==> config.mk <==
export PLATFORM = sky130hd
export DESIGN_NAME = epoch_seconds_to_calendar_flat
export DESIGN_NICKNAME = d
export VERILOG_FILES = /design/src/sv/esc_pkg.sv /design/src/sv/esc_if.sv /design/src/sv/esc_tod.sv /design/src/sv/epoch_seconds_to_calendar.sv /design/src/flat_wrapper.sv
export VERILOG_INCLUDE_DIRS = /design/src /design/src/sv
export SDC_FILE = /design/constraint.sdc
export NUM_CORES = 2
export LEC_CHECK = 0
export BUFFER_PORTS_ARGS = -buffer_cell sky130_fd_sc_hd__buf_2
export CAP_MARGIN = 20
export CORE_ASPECT_RATIO = 1.5
export CORE_MARGIN = 3
export CORE_UTILIZATION = 45
export CTS_CLUSTER_SIZE = 40
export DETAILED_ROUTE_END_ITERATION = 7
export PLACE_DENSITY_LB_ADDON = 0.3
export SLEW_MARGIN = 10
export SYNTH_ARGS = -nofsm -noshare
export SYNTH_HDL_FRONTEND = slang
export SYNTH_HIERARCHICAL = 1
export SYNTH_SLANG_ARGS = --single-unit
==> constraint.sdc <==
create_clock -name clk -period 80.8 [get_ports clk]
set_clock_uncertainty 0.15 [all_clocks]
set_input_delay 24.24 -clock clk [delete_from_list [all_inputs] [get_ports clk]]
set_output_delay 24.24 -clock clk [all_outputs]
set_load 0.02 [all_outputs]
==> src/sv/assert_macros.svh <==
// Assertion macros used by the top-level RTL file
`ifndef ASSERT_MACROS_SVH
`define ASSERT_MACROS_SVH

// Check cons in the same cycle as ante.
`define ESC_ASSERT_SAME(lbl, clk, rst_n, ante, cons, msg) \
	lbl: assert property (@(posedge clk) disable iff (!rst_n) (ante) |-> (cons)) \
		else $error(msg);

// Check cons in the cycle after ante.
`define ESC_ASSERT_NEXT(lbl, clk, rst_n, ante, cons, msg) \
	lbl: assert property (@(posedge clk) disable iff (!rst_n) (ante) |=> (cons)) \
		else $error(msg);

`endif

==> src/sv/esc_pkg.sv <==
`timescale 1ns / 1ps
// Constants, types and small tables of the epoch-to-calendar converter
package esc_pkg;

	localparam int unsigned SecPerMin  = 60;
	localparam int unsigned SecPerHour = 3600;
	localparam int unsigned SecPerDay  = 86400;
	localparam int unsigned DaysPerWeek = 7;

	// Reciprocal divides: q = (x * Recip) >> Shift, then one correction step.
	// Valid while x < 2**Shift, so the estimate is low by at most one.
	localparam int unsigned     DayShift  = 31;
	localparam longint unsigned DayRecip  = (64'd1 << DayShift) / 64'(SecPerDay);
	localparam int unsigned     HourShift = 17;
	localparam int unsigned     HourRecip = (1 << HourShift) / SecPerHour;
	localparam int unsigned     MinShift  = 12;
	localparam int unsigned     MinRecip  = (1 << MinShift) / SecPerMin;
	localparam int unsigned     WeekShift = 15;
	localparam int unsigned     WeekRecip = (1 << WeekShift) / DaysPerWeek;

	// Julian-day style date conversion
	localparam int unsigned JdaBias    = 102032;
	localparam int unsigned JdaCycle   = 146097;
	localparam int unsigned JdOffset   = 2442113;
	localparam int unsigned YearBias   = 2442;
	localparam int unsigned YearDiv    = 7305;
	localparam int unsigned YearShift  = 26;
	localparam int unsigned YearRecip  = (1 << YearShift) / YearDiv;
	localparam int unsigned MonthDiv   = 30601;
	localparam int unsigned MonthMul   = 1000;
	localparam int unsigned MonthShift = 19;
	localparam int unsigned MonthRecip = (1 << MonthShift) / MonthDiv;
	localparam int unsigned MonthScale = MonthMul * MonthRecip;
	localparam int unsigned EraEarly   = 4716;
	localparam int unsigned EraLate    = 4715;
	localparam int unsigned YearBase   = 1900;
	localparam int unsigned LastEarlyMonth = 13;

	// Epoch day zero is a Thursday
	localparam int unsigned EpochWeekOffset = 3;

	typedef struct packed {
		logic [4:0] hour;
		logic [5:0] minute;
		logic [5:0] second;
	} tod_t;

	// floor(601 * e / 1000) for the month index e
	function automatic logic [3:0] frac601(input logic [3:0] e);
		logic [3:0] r;
		case (e)
			4'd0, 4'd1:   r = 4'd0;
			4'd2, 4'd3:   r = 4'd1;
			4'd4:         r = 4'd2;
			4'd5, 4'd6:   r = 4'd3;
			4'd7, 4'd8:   r = 4'd4;
			4'd9:         r = 4'd5;
			4'd10, 4'd11: r = 4'd6;
			4'd12, 4'd13: r = 4'd7;
			4'd14:        r = 4'd8;
			default:      r = 4'd9;
		endcase
		return r;
	endfunction

	// Days in the months before month m of a common year
	function automatic logic [8:0] days_before_month(input logic [3:0] m);
		logic [8:0] r;
		case (m)
			4'd0:    r = 9'd0;
			4'd1:    r = 9'd31;
			4'd2:    r = 9'd59;
			4'd3:    r = 9'd90;
			4'd4:    r = 9'd120;
			4'd5:    r = 9'd151;
			4'd6:    r = 9'd181;
			4'd7:    r = 9'd212;
			4'd8:    r = 9'd243;
			4'd9:    r = 9'd273;
			4'd10:   r = 9'd304;
			4'd11:   r = 9'd334;
			default: r = 9'd0;
		endcase
		return r;
	endfunction

endpackage

==> src/sv/esc_if.sv <==
`timescale 1ns / 1ps
// Handshake channels of the epoch-to-calendar converter
interface esc_epoch_if;
	logic               valid;
	logic               ready;
	logic signed [31:0] epoch_seconds;

	modport source (output valid, output epoch_seconds, input ready);
	modport sink   (input valid, input epoch_seconds, output ready);
endinterface

interface esc_cal_if;
	logic       valid;
	logic       ready;
	logic [5:0] second;
	logic [5:0] minute;
	logic [4:0] hour;
	logic [7:0] year_since_1900;
	logic [3:0] month_index;
	logic [4:0] day_of_month;
	logic [2:0] weekday;
	logic [8:0] day_of_year;

	modport source (
		output valid, output second, output minute, output hour,
		output year_since_1900, output month_index, output day_of_month,
		output weekday, output day_of_year, input ready
	);
	modport sink (
		input valid, input second, input minute, input hour,
		input year_since_1900, input month_index, input day_of_month,
		input weekday, input day_of_year, output ready
	);
endinterface

==> src/sv/esc_tod.sv <==
`timescale 1ns / 1ps
// Time-of-day split of the seconds within a day, stages 3 to 10
module esc_tod (
	input  logic          clk,
	input  logic          en,
	input  logic [16:0]   sod,
	output esc_pkg::tod_t tod
);
	logic [22:0] hq_prod;
	logic [16:0] h_rem;
	logic        h_fix;
	logic [18:0] mq_prod;
	logic [11:0] m_rem;
	logic        m_fix;

	logic [16:0]   sod_s3;
	logic [4:0]    hq_s3;
	logic [11:0]   soh_s4;
	logic [4:0]    hour_s4;
	logic [11:0]   soh_s5;
	logic [4:0]    hour_s5;
	logic [5:0]    mq_s5;
	esc_pkg::tod_t tod_s6;
	esc_pkg::tod_t tod_s7;
	esc_pkg::tod_t tod_s8;
	esc_pkg::tod_t tod_s9;
	esc_pkg::tod_t tod_s10;

	assign hq_prod = 23'(sod) * 23'(esc_pkg::HourRecip);
	assign h_rem   = sod_s3 - 17'(hq_s3) * 17'(esc_pkg::SecPerHour);
	assign h_fix   = h_rem >= 17'(esc_pkg::SecPerHour);
	assign mq_prod = 19'(soh_s4) * 19'(esc_pkg::MinRecip);
	assign m_rem   = soh_s5 - 12'(mq_s5) * 12'(esc_pkg::SecPerMin);
	assign m_fix   = m_rem >= 12'(esc_pkg::SecPerMin);

	always_ff @(posedge clk) begin
		if (en) begin
			sod_s3  <= sod;
			hq_s3   <= hq_prod[esc_pkg::HourShift +: 5];
			hour_s4 <= hq_s3 + 5'(h_fix);
			soh_s4  <= 12'(h_fix ? h_rem - 17'(esc_pkg::SecPerHour) : h_rem);
			soh_s5  <= soh_s4;
			hour_s5 <= hour_s4;
			mq_s5   <= mq_prod[esc_pkg::MinShift +: 6];
			tod_s6.hour   <= hour_s5;
			tod_s6.minute <= mq_s5 + 6'(m_fix);
			tod_s6.second <= 6'(m_fix ? m_rem - 12'(esc_pkg::SecPerMin) : m_rem);
			tod_s7  <= tod_s6;
			tod_s8  <= tod_s7;
			tod_s9  <= tod_s8;
			tod_s10 <= tod_s9;
		end
	end

	assign tod = tod_s10;
endmodule

==> src/sv/epoch_seconds_to_calendar.sv <==
`timescale 1ns / 1ps
// Top level: pipelined conversion of epoch seconds to a UTC calendar date and time
//
//   channel    role    payload
//   epoch      sink    epoch_seconds (signed 32)
//   calendar   source  second, minute, hour, year_since_1900, month_index,
//                      day_of_month, weekday, day_of_year
//
// One transfer in per cycle while the output is not stalled; the ten register stages
// follow the date conversion's chain of reciprocal divides and corrections.
// Reset clears the stage valid bits only; data registers keep whatever they hold.
// When the last stage holds a result the sink does not take, every stage holds
// and epoch.ready drops in the same cycle, so nothing is lost or repeated.
`include "assert_macros.svh"

module epoch_seconds_to_calendar (
	input  logic      clk,
	input  logic      arst_n,
	esc_epoch_if.sink epoch,
	esc_cal_if.source calendar
);
	// Stage enable: advance unless a finished result is stuck at the output.
	logic en;
	logic v_s1, v_s2, v_s3, v_s4, v_s5, v_s6, v_s7, v_s8, v_s9, v_s10;
	logic [9:0] vld_all;

	assign en          = !v_s10 || calendar.ready;
	assign epoch.ready = en;
	assign vld_all     = {v_s10, v_s9, v_s8, v_s7, v_s6, v_s5, v_s4, v_s3, v_s2, v_s1};

	always_ff @(posedge clk or negedge arst_n) begin
		if (!arst_n) begin
			v_s1  <= 1'b0;
			v_s2  <= 1'b0;
			v_s3  <= 1'b0;
			v_s4  <= 1'b0;
			v_s5  <= 1'b0;
			v_s6  <= 1'b0;
			v_s7  <= 1'b0;
			v_s8  <= 1'b0;
			v_s9  <= 1'b0;
			v_s10 <= 1'b0;
		end else if (en) begin
			v_s1  <= epoch.valid;
			v_s2  <= v_s1;
			v_s3  <= v_s2;
			v_s4  <= v_s3;
			v_s5  <= v_s4;
			v_s6  <= v_s5;
			v_s7  <= v_s6;
			v_s8  <= v_s7;
			v_s9  <= v_s8;
			v_s10 <= v_s9;
		end
	end

	// Stage 1: clamp negative counts to zero, estimate the day count.
	logic [30:0] t_in;
	logic [45:0] dq_prod;
	logic [30:0] t_s1;
	logic [14:0] dq_s1;

	assign t_in    = epoch.epoch_seconds[31] ? 31'd0 : epoch.epoch_seconds[30:0];
	assign dq_prod = 46'(t_in) * 46'(esc_pkg::DayRecip);

	// Stage 2: correct the day count, keep the seconds within the day.
	logic [31:0] day_rem;
	logic        day_fix;
	logic [14:0] days_s2;
	logic [16:0] sod_s2;

	assign day_rem = 32'(t_s1) - 32'(dq_s1) * 32'(esc_pkg::SecPerDay);
	assign day_fix = day_rem >= 32'(esc_pkg::SecPerDay);

	// Stage 3: shift the day count onto the Julian-style scale, estimate weekday.
	logic [17:0] a_num;
	logic [4:0]  a_val;
	logic [21:0] b_val;
	logic [25:0] x_val;
	logic [14:0] wx;
	logic [27:0] wq_prod;
	logic [21:0] b_s3;
	logic [25:0] x_s3;
	logic [14:0] wx_s3;
	logic [11:0] wq_s3;

	assign a_num   = {1'b0, days_s2, 2'b00} + 18'(esc_pkg::JdaBias);
	assign a_val   = 5'd15 + 5'(a_num >= 18'(esc_pkg::JdaCycle));
	assign b_val   = 22'(days_s2) + 22'(esc_pkg::JdOffset) + 22'(a_val) - 22'(a_val >> 2);
	assign x_val   = 26'(b_val) * 26'd20 - 26'(esc_pkg::YearBias);
	assign wx      = days_s2 + 15'(esc_pkg::EpochWeekOffset);
	assign wq_prod = 28'(wx) * 28'(esc_pkg::WeekRecip);

	// Stage 4: finish the weekday, estimate the Julian-style year.
	logic [14:0] wk_rem;
	logic [14:0] wk_day;
	logic [39:0] cq_prod;
	logic [21:0] b_s4;
	logic [25:0] x_s4;
	logic [12:0] cq_s4;
	logic [2:0]  weekday_s4;

	assign wk_rem  = wx_s3 - 15'(wq_s3) * 15'(esc_pkg::DaysPerWeek);
	assign wk_day  = (wk_rem >= 15'(esc_pkg::DaysPerWeek)) ?
		wk_rem - 15'(esc_pkg::DaysPerWeek) : wk_rem;
	assign cq_prod = 40'(x_s3) * 40'(esc_pkg::YearRecip);

	// Stage 5: correct the year estimate.
	logic [25:0] c_rem;
	logic [21:0] b_s5;
	logic [12:0] c_s5;
	logic [2:0]  weekday_s5;

	assign c_rem = x_s4 - 26'(cq_s4) * 26'(esc_pkg::YearDiv);

	// Stage 6: day within the March-based year.
	logic [21:0] d_full;
	logic [9:0]  d_s6;
	logic [12:0] c_s6;
	logic [2:0]  weekday_s6;

	assign d_full = b_s5 - 22'(c_s5) * 22'd365 - 22'(c_s5 >> 2);

	// Stage 7: estimate the month number.
	logic [24:0] eq_prod;
	logic [9:0]  d_s7;
	logic [3:0]  eq_s7;
	logic [12:0] c_s7;
	logic [2:0]  weekday_s7;

	assign eq_prod = 25'(d_s6) * 25'(esc_pkg::MonthScale);

	// Stage 8: correct the month number.
	logic [19:0] e_rem;
	logic [9:0]  d_s8;
	logic [3:0]  e_s8;
	logic [12:0] c_s8;
	logic [2:0]  weekday_s8;

	assign e_rem = 20'(d_s7) * 20'(esc_pkg::MonthMul) - 20'(eq_s7) * 20'(esc_pkg::MonthDiv);

	// Stage 9: day of month, month index and year; January and February
	// belong to the following calendar year.
	logic [9:0]  f_val;
	logic        early;
	logic [12:0] ys_full;
	logic [4:0]  day_s9;
	logic [3:0]  mon_s9;
	logic [7:0]  ys_s9;
	logic [2:0]  weekday_s9;

	assign f_val   = d_s8 - 10'(e_s8) * 10'd30 - 10'(esc_pkg::frac601(e_s8));
	assign early   = e_s8 <= 4'(esc_pkg::LastEarlyMonth);
	assign ys_full = early ? c_s8 - 13'(esc_pkg::EraEarly + esc_pkg::YearBase)
	                       : c_s8 - 13'(esc_pkg::EraLate + esc_pkg::YearBase);

	// Stage 10: day of year. Over the reachable years (1970 to 2038) the full
	// leap rule reduces to a multiple of four, 2000 included.
	logic        leap;
	logic [4:0]  day_s10;
	logic [3:0]  mon_s10;
	logic [7:0]  ys_s10;
	logic [2:0]  weekday_s10;
	logic [8:0]  doy_s10;

	assign leap = ys_s9[1:0] == 2'b00;

	always_ff @(posedge clk) begin
		if (en) begin
			t_s1        <= t_in;
			dq_s1       <= dq_prod[esc_pkg::DayShift +: 15];

			days_s2     <= dq_s1 + 15'(day_fix);
			sod_s2      <= 17'(day_fix ? day_rem - 32'(esc_pkg::SecPerDay) : day_rem);

			b_s3        <= b_val;
			x_s3        <= x_val;
			wx_s3       <= wx;
			wq_s3       <= wq_prod[esc_pkg::WeekShift +: 12];

			b_s4        <= b_s3;
			x_s4        <= x_s3;
			cq_s4       <= cq_prod[esc_pkg::YearShift +: 13];
			weekday_s4  <= 3'(wk_day) + 3'd1;

			b_s5        <= b_s4;
			c_s5        <= cq_s4 + 13'(c_rem >= 26'(esc_pkg::YearDiv));
			weekday_s5  <= weekday_s4;

			d_s6        <= d_full[9:0];
			c_s6        <= c_s5;
			weekday_s6  <= weekday_s5;

			d_s7        <= d_s6;
			eq_s7       <= eq_prod[esc_pkg::MonthShift +: 4];
			c_s7        <= c_s6;
			weekday_s7  <= weekday_s6;

			d_s8        <= d_s7;
			e_s8        <= eq_s7 + 4'(e_rem >= 20'(esc_pkg::MonthDiv));
			c_s8        <= c_s7;
			weekday_s8  <= weekday_s7;

			day_s9      <= f_val[4:0];
			mon_s9      <= early ? e_s8 - 4'd2 : e_s8 - 4'd14;
			ys_s9       <= ys_full[7:0];
			weekday_s9  <= weekday_s8;

			day_s10     <= day_s9;
			mon_s10     <= mon_s9;
			ys_s10      <= ys_s9;
			weekday_s10 <= weekday_s9;
			doy_s10     <= 9'(day_s9) + esc_pkg::days_before_month(mon_s9)
			               + 9'(leap && mon_s9 >= 4'd2);
		end
	end

	// Hours, minutes and seconds run beside the date, aligned to stage 10.
	esc_pkg::tod_t tod;

	esc_tod u_tod (
		.clk (clk),
		.en  (en),
		.sod (sod_s2),
		.tod (tod)
	);

	// Drive the result channel straight from the last stage.
	assign calendar.valid           = v_s10;
	assign calendar.second          = tod.second;
	assign calendar.minute          = tod.minute;
	assign calendar.hour            = tod.hour;
	assign calendar.year_since_1900 = ys_s10;
	assign calendar.month_index     = mon_s10;
	assign calendar.day_of_month    = day_s10;
	assign calendar.weekday         = weekday_s10;
	assign calendar.day_of_year     = doy_s10;

	`ESC_ASSERT_NEXT(a_stall_freezes, clk, arst_n, !en, $stable(vld_all), "stages moved in a stall")
	`ESC_ASSERT_SAME(a_fields_in_range, clk, arst_n, calendar.valid, calendar.month_index <= 4'd11 && calendar.day_of_month != 5'd0 && calendar.weekday != 3'd0 && calendar.hour <= 5'd23, "result field out of range")
	`ESC_ASSERT_SAME(a_january_ordinal, clk, arst_n, calendar.valid && calendar.month_index == 4'd0, calendar.day_of_year == 9'(calendar.day_of_month), "January day of year mismatch")
endmodule

==> src/flat_wrapper.sv <==
// flat-port wrapper written by rule: the top's interface ports become plain ports
module epoch_seconds_to_calendar_flat 
  (clk, arst_n, epoch_valid, epoch_epoch_seconds, epoch_ready, calendar_valid, calendar_second, calendar_minute, calendar_hour, calendar_year_since_1900, calendar_month_index, calendar_day_of_month, calendar_weekday, calendar_day_of_year, calendar_ready);
  esc_epoch_if epoch_i ();
  esc_cal_if calendar_i ();
  input  logic clk;
  input  logic arst_n;
  input wire logic [$bits(epoch_i.valid)-1:0] epoch_valid;
  input wire logic [$bits(epoch_i.epoch_seconds)-1:0] epoch_epoch_seconds;
  output wire logic [$bits(epoch_i.ready)-1:0] epoch_ready;
  output wire logic [$bits(calendar_i.valid)-1:0] calendar_valid;
  output wire logic [$bits(calendar_i.second)-1:0] calendar_second;
  output wire logic [$bits(calendar_i.minute)-1:0] calendar_minute;
  output wire logic [$bits(calendar_i.hour)-1:0] calendar_hour;
  output wire logic [$bits(calendar_i.year_since_1900)-1:0] calendar_year_since_1900;
  output wire logic [$bits(calendar_i.month_index)-1:0] calendar_month_index;
  output wire logic [$bits(calendar_i.day_of_month)-1:0] calendar_day_of_month;
  output wire logic [$bits(calendar_i.weekday)-1:0] calendar_weekday;
  output wire logic [$bits(calendar_i.day_of_year)-1:0] calendar_day_of_year;
  input wire logic [$bits(calendar_i.ready)-1:0] calendar_ready;
  assign epoch_i.valid = epoch_valid;
  assign epoch_i.epoch_seconds = epoch_epoch_seconds;
  assign epoch_ready = epoch_i.ready;
  assign calendar_valid = calendar_i.valid;
  assign calendar_second = calendar_i.second;
  assign calendar_minute = calendar_i.minute;
  assign calendar_hour = calendar_i.hour;
  assign calendar_year_since_1900 = calendar_i.year_since_1900;
  assign calendar_month_index = calendar_i.month_index;
  assign calendar_day_of_month = calendar_i.day_of_month;
  assign calendar_weekday = calendar_i.weekday;
  assign calendar_day_of_year = calendar_i.day_of_year;
  assign calendar_i.ready = calendar_ready;
  epoch_seconds_to_calendar u_core (.clk(clk), .arst_n(arst_n), .epoch(epoch_i), .calendar(calendar_i));
endmodule
== After elaboration in Yosys (flattened, before gate mapping) ==
Memory sizes are Yosys's and may differ from the RTL's. A register that Yosys moved wholly into a read port is not among the register bits.
Index checks and enable logic that the tools add are counted.
Widths: inputs -> output; s select.
Storage, ports and cells
  register bits after elaboration: 491
  memory bits (read-only): 208
  input bits: 36
  logic and storage cells: 141
  memories: 2
Cells by class
  add/sub/neg operators: 33
  $mul: 16
  magnitude comparators: 9
  mux-type cells: 10
  reduce and logical (&&, ||, !) cells: 4
Memory list
  (name not given): words 16, width 9, rd ports 1, clocked after memory_dff 1, wr ports 0, line esc_pkg.sv:69  | case (m)
  (name not given): words 16, width 4, rd ports 1, clocked after memory_dff 1, wr ports 0, line esc_pkg.sv:51  | case (e)
Operators by type and width (count)
  $mul 31x15->46 const B: 1
  $mul 26x13->38 const B: 1
  $ge 32x17->1 const B: 1
  $sub 31x32->32: 1
  $mux 31: 1
  $mul 15x13->27 const B: 1
  $ge 26x13->1 const B: 1
  $mul 13x13->26 const B: 1
  $sub 26x12->26 const B: 1
  $sub 26x26->26: 1
  $mul 15x10->25 const B: 1
  $mul 22x3->24 const B: 1
  $add 15x22->22 const B: 1
  $add 22x5->22: 1
  $sub 22x3->22: 1
  $ge 20x15->1 const B: 1
  $mul 10x12->20 const B: 1
  $mul 17x4->20 const B: 1
  $sub 10x10->10: 2
  $sub 20x19->20: 1
  $mul 4x15->19 const B: 1
  $add 17x17->18 const B: 1
  $ge 18x18->1 const B: 1
  $ge 17x12->1 const B: 1
  other kinds (44): 47

== Longest topological paths before layout ==
  depth after elaboration: 7
  gate-level depth with buffers: 35
  gate-level depth less buffers: 35

== Cells and area by module ==
The synthesis kept the hierarchy.
Modules (own cells, without submodules)
  epoch_seconds_to_calendar: times used 1, cells an instance 3940, area an instance 42583.3 sq um, sequential area each 10149.7 sq um
  esc_tod: times used 1, cells an instance 521, area an instance 7573.5 sq um, sequential area each 4414.2 sq um

== Least setup slack after synthesis ==
Ideal clock, no wire load.
  kind: input to output
  start point: in calendar_ready
  end point: out epoch_ready
  arrival: 37.870 ns
  path slack: 18.540 ns
  stages: 4
  buffers on the path: 3
  cells stage by stage: nand2b_1 -> clkbuf_1 -> clkbuf_1 -> clkbuf_1
On the way
  word-level cells in the longest chain between the ends: 1
Ends and longest elaborated chain
  start: declaration: line flat_wrapper.sv:20  | input wire logic [$bits(calendar_i.ready)-1:0] calendar_ready;
  $logic_or 1x1->1: line epoch_seconds_to_calendar.sv:27  | assign en = !v_s10 || calendar.ready;
  end: declaration: line flat_wrapper.sv:10  | output wire logic [$bits(epoch_i.ready)-1:0] epoch_ready;
Every way passes these cells.

== Final worst setup path ==
Same ends and word-level chain as after synthesis.

==> flow_summary.ini <==
[run_status]
status = finished clean

[job]
maxCapViolations = 0

[timing]
finalMaxSlewViolations = 0
post-route-period-util_pct = 61.10
finalCriticalPeriod_ns = 49.37
worst_slew_pin_slew_ns = 1.150
rsz0062_at_grt = no
max-slew-margin-rel_pct = 23.31
fmax_ghz = 0.02026
hold_viol = 0
final.setup.tns_ns = 0
setup_violations = 0

[place]
hpwl_um = 80850
gp_congestion = 0.8887
port_buffers = 83

[final_layout]
synthToLayoutAreaGrowth_pct = 7.853
nFillCells = 9866
drive_gt1_share_pct = 5.105
diodes = 0
nets = 6049

[die]
die_w_um = 278.6
io-pin-count = 84
fp-row-count = 149
die-area_sq_mm = 0.1156
core_sq_mm = 0.1104
start_util_pct = 45.45
die_h_um = 414.9

[worst_setup_path]
cp-start-kind = primary input
end_kind = primary output
worstPathArrival_ns = 24.98
crit_required_ns = 56.41
critPathKind = in -> out
crit_path_max_fanout = 17

[yosys]
avgSynthCellArea_sq_um = 11.24
synth_cell_types = 93
syn-cell-area_sq_mm = 0.05016
yosysSeqAreaShare_pct = 29.04
synth_cells = 4461
synth-edff-count = 468
yosysWarnings = 6
synth.net_count = 5929
async_flop_share_pct = 2.037
synth_seq_cells = 491
ys.flop_type = edfxtp_1

[grt]
grt_pass1_vias = 33776
grt_overflow_total = 0
grt_max_degree = 189
grt_pass1_wl_um = 162700
grt_antenna_before_repair = 0
grt.total_usage_pct = 17.10

[drt]
viasPerCell = 5.226
detail-route-antenna-nets = 0
totalWireLength_um = 97080
vias = 31655
drc_errors = 0
wl_per_cell_um = 16.03
drt_pass1_iterations = 5
drt_iter0_drc = 1161

[cts]
cts_setup_buffers = 0
cts-root-buf = clkbuf_16
hold_buffers = 0
clock_latency_ns = 0.62
cts_tree = done
clock-sinks = 491
h-tree-depth = 2
clkSlewWorstSetupHoldPaths_ns = 0.06
clk_path_buf_depth = 3
cts-resized-gates = 0
cts_inserted_buffers = 50

[hold_path]
min_path_type = reg -> reg
==> critical path, cell delays in order <==
cell and delay, ns:
buf_2 0.08, nand2b_4 0.37, buf_2 0.25
==> area by class of cell <==
type	instances	area, sq um	area share [%]
sequential	491	14560	26.92
clock buffer	55	1270	2.348
multi-input combinational	3112	32370	59.84
clock inverter	39	465.4	0.8604
inverter	836	3138	5.801
tap	1434	1794	3.317
timing repair buffer	90	493.0	0.9113
==> final timing paths <==
check	cells past startpoint	start	slack [ns]	endpoint
worst max-delay path	3	calendar_ready	31.43	epoch_ready
min in group asynchronous	1	arst_n	23.31	u_core/v_s1$_DFFE_PN0N_
worst min-delay path	0	u_core/b_s4[6]$_DFFE_PN_	0.25	u_core/b_s5[6]$_DFFE_PN_
max in group asynchronous	1	arst_n	57.00	u_core/v_s5$_DFFE_PN0N_
worst max register to register	32	u_core/dq_s1[5]$_DFFE_PN_	72.24	u_core/days_s2[8]$_DFFE_PN_
worst min register to register	0	u_core/b_s4[6]$_DFFE_PN_	0.25	u_core/b_s5[6]$_DFFE_PN_
==> routing by layer <==
metal	vias to the layer above	GRT usage, %	wire length (um)
met4	0	5.987	3558
met3	177	1.451	1883
met5	-	0	0
met1	15502	17.36	35220
li1	15612	-	-
met2	364	35.55	56420
==> logic make-up (layout without fill, tap and decap cells) <==
kind of cell / after synthesis / count (layout) / share of synthesized area [%]
fa+ha+maj: 1432 / 1432 / 42.41
buf+inv: 858 / 1020 / 6.438
compound gates: 671 / 671 / 9.033
xor+xnor: 309 / 309 / 5.453
mux: 36 / 36 / 0.8007
flops: 491 / 491 / 29.04
simple gates: 664 / 664 / 6.825
==> cells in the mapped netlist, types with 18 or more instances <==
cell      instances  share of area [%]
a211oi_1         21               0.31
a21o_1           79                1.2
a21oi_1         180                1.8
a31oi_1          21               0.26
and3_1           19               0.24
edfxtp_1        468                 28
fa_1            447                 18
ha_1            985                 25
inv_1           835                6.2
nand2_1         119               0.89
nand2b_1         71               0.89
nand3_1          51               0.51
nand4_1          33               0.41
nor2_1          159                1.2
nor2b_1          36               0.45
nor3_1           61               0.61
o21a_1           38               0.57
o21ai_0         123                1.2
o21bai_1         18               0.27
o31ai_1          18               0.27
or3_1            18               0.22
xnor2_1         203                3.5
xor2_1          103                1.8
==> through the flow <==
| step | hold WS [ns] | util (%) | cell area, sq um | instances | setup WS (ns) |
|---|---|---|---|---|---|
| 3_5_place_dp | 0.2545 | 47.44 | 52360 | 5963 | 31.41 |
| 3_3_place_gp | 0.2509 | 47.44 | 52360 | 5963 | 31.40 |
| 2_1_floorplan | 0.2503 | - | 50160 | 4461 | 18.54 |
| 4_1_cts | 0.2382 | 49.01 | 54100 | 6057 | 31.40 |
| 5_1_grt | 0.2390 | 49.01 | 54100 | 6057 | 31.41 |
| 6_report | 0.2501 | 49.01 | 54100 | 6057 | 31.43 |
==> cell usage in the layout, fill, tap and decap left out, drive strengths merged, types with 61 or more instances in the layout <==
| cell type | n |
|---|---|
| buf | 90 |
| nand2 | 120 |
| o21ai | 127 |
| edfxtp | 468 |
| nor2 | 159 |
| a21o | 79 |
| a21oi | 184 |
| xor2 | 103 |
| inv | 842 |
| nor3 | 61 |
| ha | 985 |
| fa | 447 |
| nand2b | 71 |
| xnor2 | 205 |
==> state kept, by name (all words and copies together) (netlist names), 10 cells and up, named ones only <==
name / count
u_core/u_tod/soh_s4: 12
u_core/u_tod/tod_s6: 17
u_core/cq_s4: 13
u_core/wq_s3: 12
u_core/x_s4: 20
u_core/x_s3: 20
u_core/u_tod/sod_s3: 17
u_core/b_s5: 10
u_core/d_s7: 10
u_core/u_tod/soh_s5: 12
u_core/d_s6: 10
u_core/days_s2: 15
u_core/sod_s2: 17
u_core/u_tod/tod_s8: 17
u_core/b_s3: 10
u_core/t_s1: 31
u_core/wx_s3: 15
u_core/dq_s1: 15
u_core/u_tod/tod: 17
u_core/u_tod/tod_s7: 17
u_core/u_tod/tod_s9: 17
u_core/b_s4: 10
u_core/c_s5: 12
Power is left out: the tool's default activity adds up to more than one toggle a clock period on the data nets, which glitch-free logic cannot reach.
